<file path="src/hw/rtl/bap_pkg.sv">
// Shared types and constants for the bounded array block.
package bap_pkg;

    localparam int DEPTH_DEF = 32;
    localparam int DATA_W    = 32;
    localparam int OP_W      = 2;
    localparam int CNT_OUT_W = 6;
    localparam int CAP_W     = 6;

    localparam logic [CAP_W-1:0] CAP_RESET = 6'd32;

    typedef enum logic [OP_W-1:0] {
        OP_PUSH   = 2'd0,
        OP_REMOVE = 2'd1,
        OP_DUMP   = 2'd2
    } op_t;

    // Broadcast control for the row of cells.
    typedef struct packed {
        logic              shift;
        logic              load;
        logic [DATA_W-1:0] load_data;
    } chain_ctrl_t;

endpackage

</file>
<file path="src/hw/rtl/bap_cell.sv">
// One storage cell: loads a broadcast value when addressed, else takes its neighbor on shift.
module bap_cell #(
    parameter int IDX = 0,
    parameter int IW  = 5
) (
    input  logic                       clk,
    input  bap_pkg::chain_ctrl_t       ctrl,
    input  logic [IW-1:0]              load_idx,
    input  logic [bap_pkg::DATA_W-1:0] nbr_data,
    output logic [bap_pkg::DATA_W-1:0] data_q
);
    import bap_pkg::*;

    logic [DATA_W-1:0] data_reg;

    always_ff @(posedge clk)
    begin
        if (ctrl.load && (load_idx == IW'(IDX)))
        begin
            data_reg <= ctrl.load_data;
        end
        else if (ctrl.shift)
        begin
            data_reg <= nbr_data;
        end
    end

    assign data_q = data_reg;

endmodule

</file>
<file path="src/hw/rtl/bap_chain.sv">
// Row of cells that shifts toward cell 0 and rotates the head around to the tail.
module bap_chain #(
    parameter int DEPTH = bap_pkg::DEPTH_DEF,
    parameter int IW    = 5
) (
    input  logic                       clk,
    input  bap_pkg::chain_ctrl_t       ctrl,
    input  logic [IW-1:0]              load_idx,
    output logic [bap_pkg::DATA_W-1:0] head
);
    import bap_pkg::*;

    logic [DATA_W-1:0] cell_data [DEPTH];

    for (genvar i = 0; i < DEPTH; i++)
    begin : g_cell
        logic [DATA_W-1:0] nbr;
        if (i == DEPTH - 1)
        begin : g_tail
            assign nbr = cell_data[0];
        end
        else
        begin : g_mid
            assign nbr = cell_data[i+1];
        end

        bap_cell #(
            .IDX (i),
            .IW  (IW)
        ) u_cell (
            .clk      (clk),
            .ctrl     (ctrl),
            .load_idx (load_idx),
            .nbr_data (nbr),
            .data_q   (cell_data[i])
        );
    end

    assign head = cell_data[0];

endmodule

</file>
<file path="src/hw/rtl/bounded_array_push_remove.sv">
// Top level: bounded array of signed 32-bit values with push, remove-all-equal and dump.
// Push and unused codes go from idle to the response state, which loads the output register once it is free.
// Remove walks the stored elements through the cell row, one per cycle, then answers from the response state.
// Dump emits one element per cycle from the head of the cell row, while back-pressure does not hold the output.
// Requests are taken one at a time, only while the block is idle, so a walk through the cells must end first.
// Reset: count 0, capacity 32, handshakes idle; cell contents are not cleared.
module bounded_array_push_remove #(
    parameter int DEPTH = bap_pkg::DEPTH_DEF
) (
    input  logic        clk,
    input  logic        rst_n,
    // Request stream: [1:0] operation, [33:2] item_value, [39:34] zero
    input  logic        s_tvalid,
    output logic        s_tready,
    input  logic [39:0] s_tdata,
    // Result stream: [0] status, [6:1] removed_count, [12:7] element_count,
    // [44:13] element_value, [47:45] zero
    output logic        m_tvalid,
    input  logic        m_tready,
    output logic [47:0] m_tdata,
    output logic        m_tlast,
    // Capacity write
    input  logic        cfg_valid,
    output logic        cfg_ready,
    input  logic [bap_pkg::CAP_W-1:0] cfg_data
);
    import bap_pkg::*;

    localparam int CW   = $clog2(DEPTH + 1);
    localparam int IW   = (DEPTH > 1) ? $clog2(DEPTH) : 1;
    localparam int CMPW = (CW > CAP_W) ? CW : CAP_W;

    typedef enum logic [2:0] {
        ST_IDLE = 3'b001,
        ST_RUN  = 3'b010,
        ST_RESP = 3'b100
    } state_t;

    state_t state_reg, state_next;

    logic [CAP_W-1:0]     cap_reg, cap_next;
    logic [CW-1:0]        count_reg, count_next;
    logic [CW-1:0]        step_reg, step_next;   // elements still to walk
    logic [CW-1:0]        wr_reg, wr_next;       // one past the tail write slot
    op_t                  op_reg, op_next;
    logic [DATA_W-1:0]    val_reg, val_next;
    logic                 rsp_status_reg, rsp_status_next;
    logic [CNT_OUT_W-1:0] rsp_rem_reg, rsp_rem_next;

    logic                 out_valid_reg, out_valid_next;
    logic                 out_status_reg, out_status_next;
    logic [CNT_OUT_W-1:0] out_rem_reg, out_rem_next;
    logic [CNT_OUT_W-1:0] out_cnt_reg, out_cnt_next;
    logic [DATA_W-1:0]    out_val_reg, out_val_next;
    logic                 out_last_reg, out_last_next;

    chain_ctrl_t       ctrl;
    logic [IW-1:0]     load_idx;
    logic [DATA_W-1:0] head;

    logic       req_fire;
    logic       out_free;
    logic       full;
    logic       survive;
    op_t        req_op;
    logic [DATA_W-1:0] req_val;

    bap_chain #(
        .DEPTH (DEPTH),
        .IW    (IW)
    ) u_chain (
        .clk      (clk),
        .ctrl     (ctrl),
        .load_idx (load_idx),
        .head     (head)
    );

    // Configuration wins over a request in the same cycle.
    assign cfg_ready = (state_reg == ST_IDLE);
    assign s_tready  = (state_reg == ST_IDLE) && !cfg_valid;
    assign req_fire  = s_tvalid && s_tready;
    assign req_op    = op_t'(s_tdata[1:0]);
    assign req_val   = s_tdata[33:2];

    // Output register frees when empty or being drained.
    assign out_free = !out_valid_reg || m_tready;

    // Capacity above DEPTH saturates through the count == DEPTH check.
    assign full = (CMPW'(count_reg) >= CMPW'(cap_reg)) || (count_reg == CW'(DEPTH));

    // Dump keeps every element, so it is the same rotation with no drops.
    assign survive = (op_reg == OP_DUMP) || (head != val_reg);

    always_comb
    begin
        state_next      = state_reg;
        cap_next        = cap_reg;
        count_next      = count_reg;
        step_next       = step_reg;
        wr_next         = wr_reg;
        op_next         = op_reg;
        val_next        = val_reg;
        rsp_status_next = rsp_status_reg;
        rsp_rem_next    = rsp_rem_reg;

        out_valid_next  = out_valid_reg && !m_tready;
        out_status_next = out_status_reg;
        out_rem_next    = out_rem_reg;
        out_cnt_next    = out_cnt_reg;
        out_val_next    = out_val_reg;
        out_last_next   = out_last_reg;

        ctrl.shift     = 1'b0;
        ctrl.load      = 1'b0;
        ctrl.load_data = req_val;
        load_idx       = IW'(count_reg);

        unique case (state_reg)
            ST_IDLE:
            begin
                if (cfg_valid)
                begin
                    // A new capacity starts an empty array.
                    cap_next   = cfg_data;
                    count_next = '0;
                end
                else if (req_fire)
                begin
                    op_next         = req_op;
                    val_next        = req_val;
                    rsp_status_next = 1'b0;
                    rsp_rem_next    = '0;
                    step_next       = count_reg;
                    wr_next         = count_reg;
                    case (req_op)
                        OP_PUSH:
                        begin
                            if (full)
                            begin
                                rsp_status_next = 1'b1;
                            end
                            else
                            begin
                                // Append at the slot just past the tail.
                                ctrl.load  = 1'b1;
                                count_next = count_reg + CW'(1);
                            end
                            state_next = ST_RESP;
                        end
                        OP_REMOVE:
                        begin
                            state_next = (count_reg == '0) ? ST_RESP : ST_RUN;
                        end
                        OP_DUMP:
                        begin
                            // Empty array dumps nothing.
                            state_next = (count_reg == '0) ? ST_IDLE : ST_RUN;
                        end
                        default:
                        begin
                            state_next = ST_RESP;
                        end
                    endcase
                end
            end

            ST_RUN:
            begin
                // Walk one element per cycle; a dump waits for the output slot.
                if ((op_reg != OP_DUMP) || out_free)
                begin
                    ctrl.shift     = 1'b1;
                    ctrl.load      = survive;
                    ctrl.load_data = head;
                    load_idx       = IW'(wr_reg - CW'(1));
                    wr_next        = survive ? wr_reg : (wr_reg - CW'(1));
                    step_next      = step_reg - CW'(1);

                    if (op_reg == OP_DUMP)
                    begin
                        out_valid_next  = 1'b1;
                        out_status_next = 1'b0;
                        out_rem_next    = '0;
                        out_cnt_next    = CNT_OUT_W'(count_reg);
                        out_val_next    = head;
                        out_last_next   = (step_reg == CW'(1));
                    end

                    if (step_reg == CW'(1))
                    begin
                        if (op_reg == OP_DUMP)
                        begin
                            state_next = ST_IDLE;
                        end
                        else
                        begin
                            // Survivors now fill cells 0 .. wr_next-1.
                            count_next   = wr_next;
                            rsp_rem_next = CNT_OUT_W'(count_reg - wr_next);
                            state_next   = ST_RESP;
                        end
                    end
                end
            end

            ST_RESP:
            begin
                if (out_free)
                begin
                    out_valid_next  = 1'b1;
                    out_status_next = rsp_status_reg;
                    out_rem_next    = rsp_rem_reg;
                    out_cnt_next    = CNT_OUT_W'(count_reg);
                    out_val_next    = '0;
                    out_last_next   = 1'b1;
                    state_next      = ST_IDLE;
                end
            end

            default:
            begin
                state_next = ST_IDLE;
            end
        endcase
    end

    always_ff @(posedge clk or negedge rst_n)
    begin
        if (!rst_n)
        begin
            state_reg     <= ST_IDLE;
            cap_reg       <= CAP_RESET;
            count_reg     <= '0;
            step_reg      <= '0;
            wr_reg        <= '0;
            out_valid_reg <= 1'b0;
        end
        else
        begin
            state_reg     <= state_next;
            cap_reg       <= cap_next;
            count_reg     <= count_next;
            step_reg      <= step_next;
            wr_reg        <= wr_next;
            out_valid_reg <= out_valid_next;
        end
    end

    // Payload registers hold without reset.
    always_ff @(posedge clk)
    begin
        op_reg         <= op_next;
        val_reg        <= val_next;
        rsp_status_reg <= rsp_status_next;
        rsp_rem_reg    <= rsp_rem_next;
        out_status_reg <= out_status_next;
        out_rem_reg    <= out_rem_next;
        out_cnt_reg    <= out_cnt_next;
        out_val_reg    <= out_val_next;
        out_last_reg   <= out_last_next;
    end

    assign m_tvalid = out_valid_reg;
    assign m_tlast  = out_last_reg;
    assign m_tdata  = {3'b000, out_val_reg, out_cnt_reg, out_rem_reg, out_status_reg};

    // Count never passes the row length.
    a_count_bound: assert property (@(posedge clk) disable iff (!rst_n)
        count_reg <= CW'(DEPTH))
        else $error("element count exceeds depth");

    // During the walk the tail slot stays between the unwalked part and the count.
    a_walk_order: assert property (@(posedge clk) disable iff (!rst_n)
        (state_reg == ST_RUN) |-> (wr_reg <= count_reg) && (step_reg <= wr_reg)
                                  && (step_reg != '0))
        else $error("walk pointers out of order");

    // An accepted push that fits grows the array by one.
    a_push_grows: assert property (@(posedge clk) disable iff (!rst_n)
        (req_fire && (req_op == OP_PUSH) && !full)
        |=> (count_reg == $past(count_reg) + CW'(1)))
        else $error("push did not append");

    // A capacity write empties the array.
    a_cfg_clears: assert property (@(posedge clk) disable iff (!rst_n)
        (cfg_valid && cfg_ready) |=> (count_reg == '0))
        else $error("capacity write did not clear count");

endmodule
</file>
<file path="config.mk">
export PLATFORM = sky130hd
export DESIGN_NAME = bounded_array_push_remove
export DESIGN_NICKNAME = d
export VERILOG_FILES = /design/src/hw/rtl/bap_pkg.sv /design/src/hw/rtl/bap_cell.sv /design/src/hw/rtl/bap_chain.sv /design/src/hw/rtl/bounded_array_push_remove.sv
export SDC_FILE = /design/constraint.sdc
export NUM_CORES = 2
export LEC_CHECK = 0
export BUFFER_PORTS_ARGS = -buffer_cell sky130_fd_sc_hd__buf_2
export CORE_ASPECT_RATIO = 0.75
export CORE_MARGIN = 5
export CORE_UTILIZATION = 35
export DETAILED_ROUTE_END_ITERATION = 8
export GPL_ROUTABILITY_DRIVEN = 0
export GPL_TIMING_DRIVEN = 0
export HOLD_SLACK_MARGIN = 0.12
export SLEW_MARGIN = 40
export SYNTH_ARGS = -nofsm -noshare
export SYNTH_HDL_FRONTEND = slang
export SYNTH_SLANG_ARGS = --single-unit
export TNS_END_PERCENT = 5
</file>
<file path="constraint.sdc">
create_clock -name clk -period 6 [get_ports clk]
set_input_delay 0 -clock clk [delete_from_list [all_inputs] [get_ports clk]]
set_output_delay 0 -clock clk [all_outputs]
set_load 0.005 [all_outputs]
</file>
======== Yosys cells after proc, flatten, opt, wreduce, memory -nomap -nowiden ========
Cells that the tools add are included.
operators by class
  $add $sub $neg .......................... 4
  magnitude comparators ................... 1
  equal/unequal tests ..................... 51
  mux-type cells .......................... 130
  bitwise gates (word level) .............. 1
  reduce and logical (&&, ||, !) cells .... 86
operators by type and width
  cell                   count
  $mux W32               68
  $mux W6                23
  $eq A5 B5 Y1 const B   16
  $pmux W6 S2            6
  $reduce_bool A2 Y1     34
  $pmux W32 S2           1
  $eq A5 B4 Y1 const B   8
  $logic_and A1 B1 Y1    35
  $mux W34               1
  $ne A32 B32 Y1         1
  $mux W3                7
  $eq A5 B3 Y1 const B   4
  $mux W1                15
  $ne A2 B2 Y1 const B   7
  $sub A6 B1 Y6 const B  2
  $eq A5 B2 Y1 const B   2
  $mux W5                2
  $pmux W3 S3            1
  $pmux W1 S2            4
  $reduce_and A4 Y1      2
  $reduce_and A7 Y1      1
  $add A6 B1 Y6 const B  1
  $eq A6 B1 Y1 const B   1
  $eq A6 B6 Y1 const B   1
  other kinds (23)       30
storage, ports and cells
  register bits after elaboration ......... 1139
  input port bits ......................... 51
  output and inout bits ................... 52

======== Depth between registers and ports, before layout ========
  depth in word-level cells ............... 9
  depth in mapped cells ................... 14
  depth with buffers taken out ............ 12

======== Hierarchy ========
Synthesis repeated with hierarchy kept, for this count alone.
second synthesis, totals
  cell total of the unflattened synthesis .. 2814
  area, all modules ....................... 53390.0 µm²
by module, submodules not included
  module                                     instances  cells each  area an instance (µm²)  sequential area each (µm²)
  bap_cell at u_chain.g_cell[12].u_cell ...  5          70          1511.4                  960.9
  bap_cell at u_chain.g_cell[21].u_cell ...  5          70          1500.2                  960.9
  bap_cell at u_chain.g_cell[1].u_cell ...   4          70          1514.0                  960.9
  bap_cell at u_chain.g_cell[10].u_cell ...  4          70          1502.7                  960.9
  bounded_array_push_remove                  1          569         5972.0                  3315.7
  bap_cell at u_chain.g_cell[11].u_cell ...  4          70          1403.8                  960.9
  bap_cell at u_chain.g_cell[15].u_cell ...  3          70          1392.6                  960.9
  bap_cell at u_chain.g_cell[29].u_cell ...  2          71          1544.0                  960.9
  bap_cell at u_chain.g_cell[3].u_cell       1          71          1522.7                  960.9
  bap_cell at u_chain.g_cell[19].u_cell      1          71          1520.2                  960.9
  bap_cell at u_chain.g_cell[0].u_cell       1          70          1493.9                  960.9
  bap_cell at u_chain.g_cell[16].u_cell      1          70          1486.4                  960.9
  bap_cell at u_chain.g_cell[31].u_cell      1          71          1388.8                  960.9

======== Worst setup path before layout ========
Ideal clock, no wire load.
  path kind ............................... register to register
  start point ............................. register count_reg[1]
  end point ............................... register u_chain.g_cell[18].u_cell.data_reg[0], enable pin
  library setup time ...................... 466 ps
  arrival ................................. 4558 ps
  data required time ...................... 5534 ps
  path slack .............................. 976 ps
  cell stages (with the launch flop) ...... 9
  buffers on the path ..................... 1
  path through ............................ dfrtp_1 clkbuf_1 inv_1 ha_1 nor4b_2 a211o_1 a2111oi_4 nand2_1 o21ai_0
between the ends
  longest elaborated chain between the ends .. 9
  elaborated cells on any way between the ends .. 13
  those cells by class .................... 1 x order compare; 2 x eq/ne; 7 x mux; 3 x reduce/logical
ends and longest elaborated chain
  item                                          line                              text
  start: declaration                            bounded_array_push_remove.sv:42   logic [CW-1:0] count_reg, count_next;
  start signal: assignment                      bounded_array_push_remove.sv:242  count_reg <= count_next;
  $ge A6 B6 Y1 or $eq A6 B6 Y1 (tied branches)  bounded_array_push_remove.sv:89   assign full = (CMPW'(count_reg) >= CMPW'(cap_reg)) || (count_reg == CW'(DEPTH));
  $logic_or A1 B1 Y1                            bounded_array_push_remove.sv:89
  $mux W1                                       bounded_array_push_remove.sv:138  if (full)
  $mux W1                                       bounded_array_push_remove.sv:135  case (req_op)
  $mux W1                                       bounded_array_push_remove.sv:127  else if (req_fire)
  $mux W1                                       bounded_array_push_remove.sv:121  if (cfg_valid)
  $pmux W1 S2                                   bounded_array_push_remove.sv:118  unique case (state_reg)
  $logic_and A1 B1 Y1 *                         bap_cell.sv:18                    if (ctrl.load && (load_idx == IW'(IDX)))
  $reduce_bool A2 Y1 (no source line) *         --
  end signal: assignment                        bap_cell.sv:20                    data_reg <= ctrl.load_data;
  end signal: assignment                        bap_cell.sv:24                    data_reg <= nbr_data;
  end: declaration                              bap_cell.sv:14                    logic [DATA_W-1:0] data_reg;
Mark *: on every way between the ends. The rest lies on a longest branch, timed or not.
A chain may end at the register's enable or synchronous reset.

======== Worst setup path in the final report ========
  start point ............................. register u_chain.g_cell[0].u_cell.data_reg[16]
  end point ............................... register rsp_rem_reg[5], data pin
between the ends
  longest elaborated chain between the ends .. 8
ends and longest elaborated chain
  item                      line                              text
  start: declaration        bap_cell.sv:14
  start signal: assignment  bap_cell.sv:20
  start signal: assignment  bap_cell.sv:24
  $ne A32 B32 Y1            bounded_array_push_remove.sv:92   assign survive = (op_reg == OP_DUMP) || (head != val_reg);
  $logic_or A1 B1 Y1        bounded_array_push_remove.sv:92
  $mux W6                   bounded_array_push_remove.sv:176  wr_next = survive ? wr_reg : (wr_reg - CW'(1));
  $sub A6 B6 Y6             bounded_array_push_remove.sv:199  rsp_rem_next = CNT_OUT_W'(count_reg - wr_next);
  $mux W6                   bounded_array_push_remove.sv:191  if (op_reg == OP_DUMP)
  $mux W6                   bounded_array_push_remove.sv:189  if (step_reg == CW'(1))
  $mux W6                   bounded_array_push_remove.sv:170  if ((op_reg != OP_DUMP) || out_free)
  $pmux W6 S2               bounded_array_push_remove.sv:118
  end signal: assignment    bounded_array_push_remove.sv:255  rsp_rem_reg <= rsp_rem_next;
  end: declaration          bounded_array_push_remove.sv:48   logic [CNT_OUT_W-1:0] rsp_rem_reg, rsp_rem_next;
Every way passes these cells. The select of a mux whose other input is x is not followed.

==> impl_metrics.tcl <==
set metrics [dict create \
    outcome "completed" \
    holdCritStartpoint "s_tdata[10]" \
    hold_path_end "val_reg[8]" \
    synth.distinct_cells 78 \
    power_density_nw_per_um2 301 \
    firstDrtPassIters 5 \
    start_util 0.351 \
    ys.flop_type "edfxtp_1" \
    worst_r2r_path_depth 14 \
    cpMaxStageDelayCell "nor4_2" \
    dr_total_vias 27900 \
    critical_path_buf_inv_count 2 \
    cp_data_required_time_ns 6.54 \
    path_max_fanout 10 \
    synthCells 2956 \
    hold_viol_final 0 \
    worstSetupPathType "reg -> reg" \
    worst_pin_slew_ns 0.917 \
    netlist_area_sq_um 50800 \
    ir_worst_vdd_v 0.000216 \
    die_h_um 340 \
    max_cap_violations 0 \
    area_delta_synth_final_pct 18.6 \
    dp_cells 5044 \
    hp-class "in -> reg" \
    cts_tree "built" \
    dp_hpwl_um 101000 \
    stdcell_area_sq_um 60200 \
    grt_max_degree 28 \
    viasPerCell 5.23 \
    r2r_slack_ns 0.63 \
    die_w_um 450 \
    fin_setup_tns_ns 0 \
    cts.sinks 1139 \
    clockBufferDepth 3 \
    cp.arrival_ns 5.91 \
    leakagePower_nw 20.2 \
    rr_startpoint "u_chain.g_cell[0].u_cell.data_q[16]" \
    layout.cells.non_filler 5347 \
    core-area_sq_um 145000 \
    setup_ws_ns 0.630 \
    final_util 0.416 \
    dp_slack_ns 0.806 \
    slew_headroom 0.384 \
    holdPathStages 2 \
    route.detailed.wl_per_inst_um 26.9 \
    ys_seq_area_frac 0.671 \
    finalPower_mw 18.1 \
    seq_area_sq_um 34100 \
    mostFrequentLayoutCell "edfxtp_1" \
    drtIter0Drc 3286 \
    finalSetupViolations 0 \
    max_freq_ghz 0.186 \
    nNetsFinal 3416 \
    multi_input_area_sq_um 15800 \
    fillers 12800 \
    start_kind "register" \
    ys_seq_elements 1139 \
    cpLargestDelayFamily "simple AND/OR/NAND/NOR gates" \
    cp_slowest_stage_delay_ns 0.86 \
    timing.rr.end "rsp_rem_reg[5]" \
    syn_avg_cell_area_sq_um 17.2 \
    period_share 0.895 \
    floorplan.die_area_sq_um 153000 \
    worstPathCellList "xnor2_1 -> nand4_1 -> nor4_2 -> and3_1 -> buf_2 -> buf_2 -> nand2_1 -> xnor2_1 -> ha_1 -> o21a_1 -> o21a_1 -> o211ai_1 -> xnor3_1 -> nor2_1" \
    synth-edff-count 1111 \
    drt-total-wl_um 144000 \
    cts_root_buf "clkbuf_16" \
    period_minus_slack_ns 5.37 \
    cts_resized 0 \
    skew_ns 0.0272 \
    grt_antenna_before_repair 18 \
    largest_reg_flops 1024 \
    numPortBuffers 93 \
    grt_first_pass_wirelength_um 205000 \
    rows 121 \
    critPathCaptureType "register" \
    cts.clk_slew.worst_paths_ns 0.07 \
    ys_warn_count 0 \
    dpl_cell_area_sq_um 55600 \
    clk_latency_ns 0.72 \
    final_cell_mix "edfxtp_1 (1,111), mux2_2 (907), nand2_1 (139)" \
    finalMaxSlewViolations 0 \
    grt_pass1_vias 27200 \
    htree_levels 3 \
    drive_above_1_share 0.446 \
    rsz0062_at_grt "no" \
    boundaryPins 103 \
    async_reset_ff_frac 0.0246 \
    cts_buffers 107 \
    overflow 0 \
    ant_nets 0 \
    grtUsageTotal 0.185 \
    timing.hold.ws_ns 0.161 \
    drc 0 \
]
[power by group]
group | switching (mW) | total (mW) | internal (mW) | leakage (nW)
clock network | 3.10 | 6.99 | 3.89 | 1.72
registers | 0.155 | 9.19 | 9.03 | 10.4
logic | 1.26 | 1.96 | 0.703 | 8.13
[cell families (layout without fill, tap and decap cells)]
kind of cell,after synthesis,after routing,synth area share
buffers and inverters,259,739,0.0283
adder cells (fa/ha/maj),20,20,0.00508
other,1,6,0.0000739
multiplexers,1028,1028,0.234
AO/OA/AOI/OAI,160,160,0.0240
flip-flops,1139,1139,0.671
AND/OR/NAND/NOR,303,303,0.0297
XOR/XNOR,46,46,0.00821
[area by class of cell]
class	instances	share of cell area
Antenna cell	3	0.000125
Multi-Input combinational cell	1560	0.262
Sequential cell	1139	0.566
Clock inverter	73	0.0118
Tap cell	1906	0.0396
Clock buffer	129	0.0466
Inverter	26	0.00166
Timing Repair Buffer	278	0.0498
Buffer	233	0.0225
[worst max-delay path by stage]
stage	slack, ns	startpoint	end	cells past startpoint
4_1_cts	0.78	u_chain.g_cell[0].u_cell.data_q[17]	rsp_rem_reg[5]	13
5_1_grt	0.54	u_chain.g_cell[0].u_cell.data_q[16]	rsp_rem_reg[5]	14
3_3_place_gp	-3.14	count_reg[1]	u_chain.g_cell[0].u_cell.data_q[27]	8
3_5_place_dp	0.81	u_chain.g_cell[0].u_cell.data_q[17]	rsp_rem_reg[5]	14
2_1_floorplan	0.98	count_reg[1]	u_chain.g_cell[18].u_cell.data_q[0]	8
6_report	0.63	u_chain.g_cell[0].u_cell.data_q[16]	rsp_rem_reg[5]	14
[cells in the mapped netlist (all sizes together), types with 3 or more instances]
library cell / count / area, sq um
or3: 3 / 18.8
nor2b: 7 / 43.8
o21a: 4 / 30.0
a21oi: 17 / 88.8
nand2: 143 / 539
nor3b: 3 / 43.8
o22a: 9 / 78.8
nand2b: 4 / 32.5
a211o: 3 / 26.3
ha: 19 / 238
and3: 11 / 68.8
edfxtp: 1111 / 33400
o211ai: 4 / 30.0
nor3: 17 / 90.1
nor2: 30 / 129
and2: 38 / 240
mux2: 1026 / 11800
dfrtp: 26 / 651
a31oi: 7 / 58.8
o31ai: 8 / 95.1
nand4: 13 / 81.3
o21ai: 67 / 433
a21o: 4 / 30.0
clkbuf: 117 / 439
nand3: 25 / 130
o22ai: 18 / 163
xnor2: 40 / 350
buf: 116 / 900
inv: 25 / 93.8
xor2: 5 / 43.8
[layer usage]
layer / share of wire / wire length [um] / GRT usage
met5: 0.000049 / 7 / 0
met4: 0.023 / 3290 / 0.0444
met3: 0.087 / 12600 / 0.0494
met2: 0.42 / 60800 / 0.263
met1: 0.47 / 67300 / 0.280
[repair_timing]
action	4_1_cts	5_1_grt
setup buffers	0	0
hold buffers	97	0
hold endpoints to repair	227	0
No activity file was read; power rests on OpenSTA's default activity.
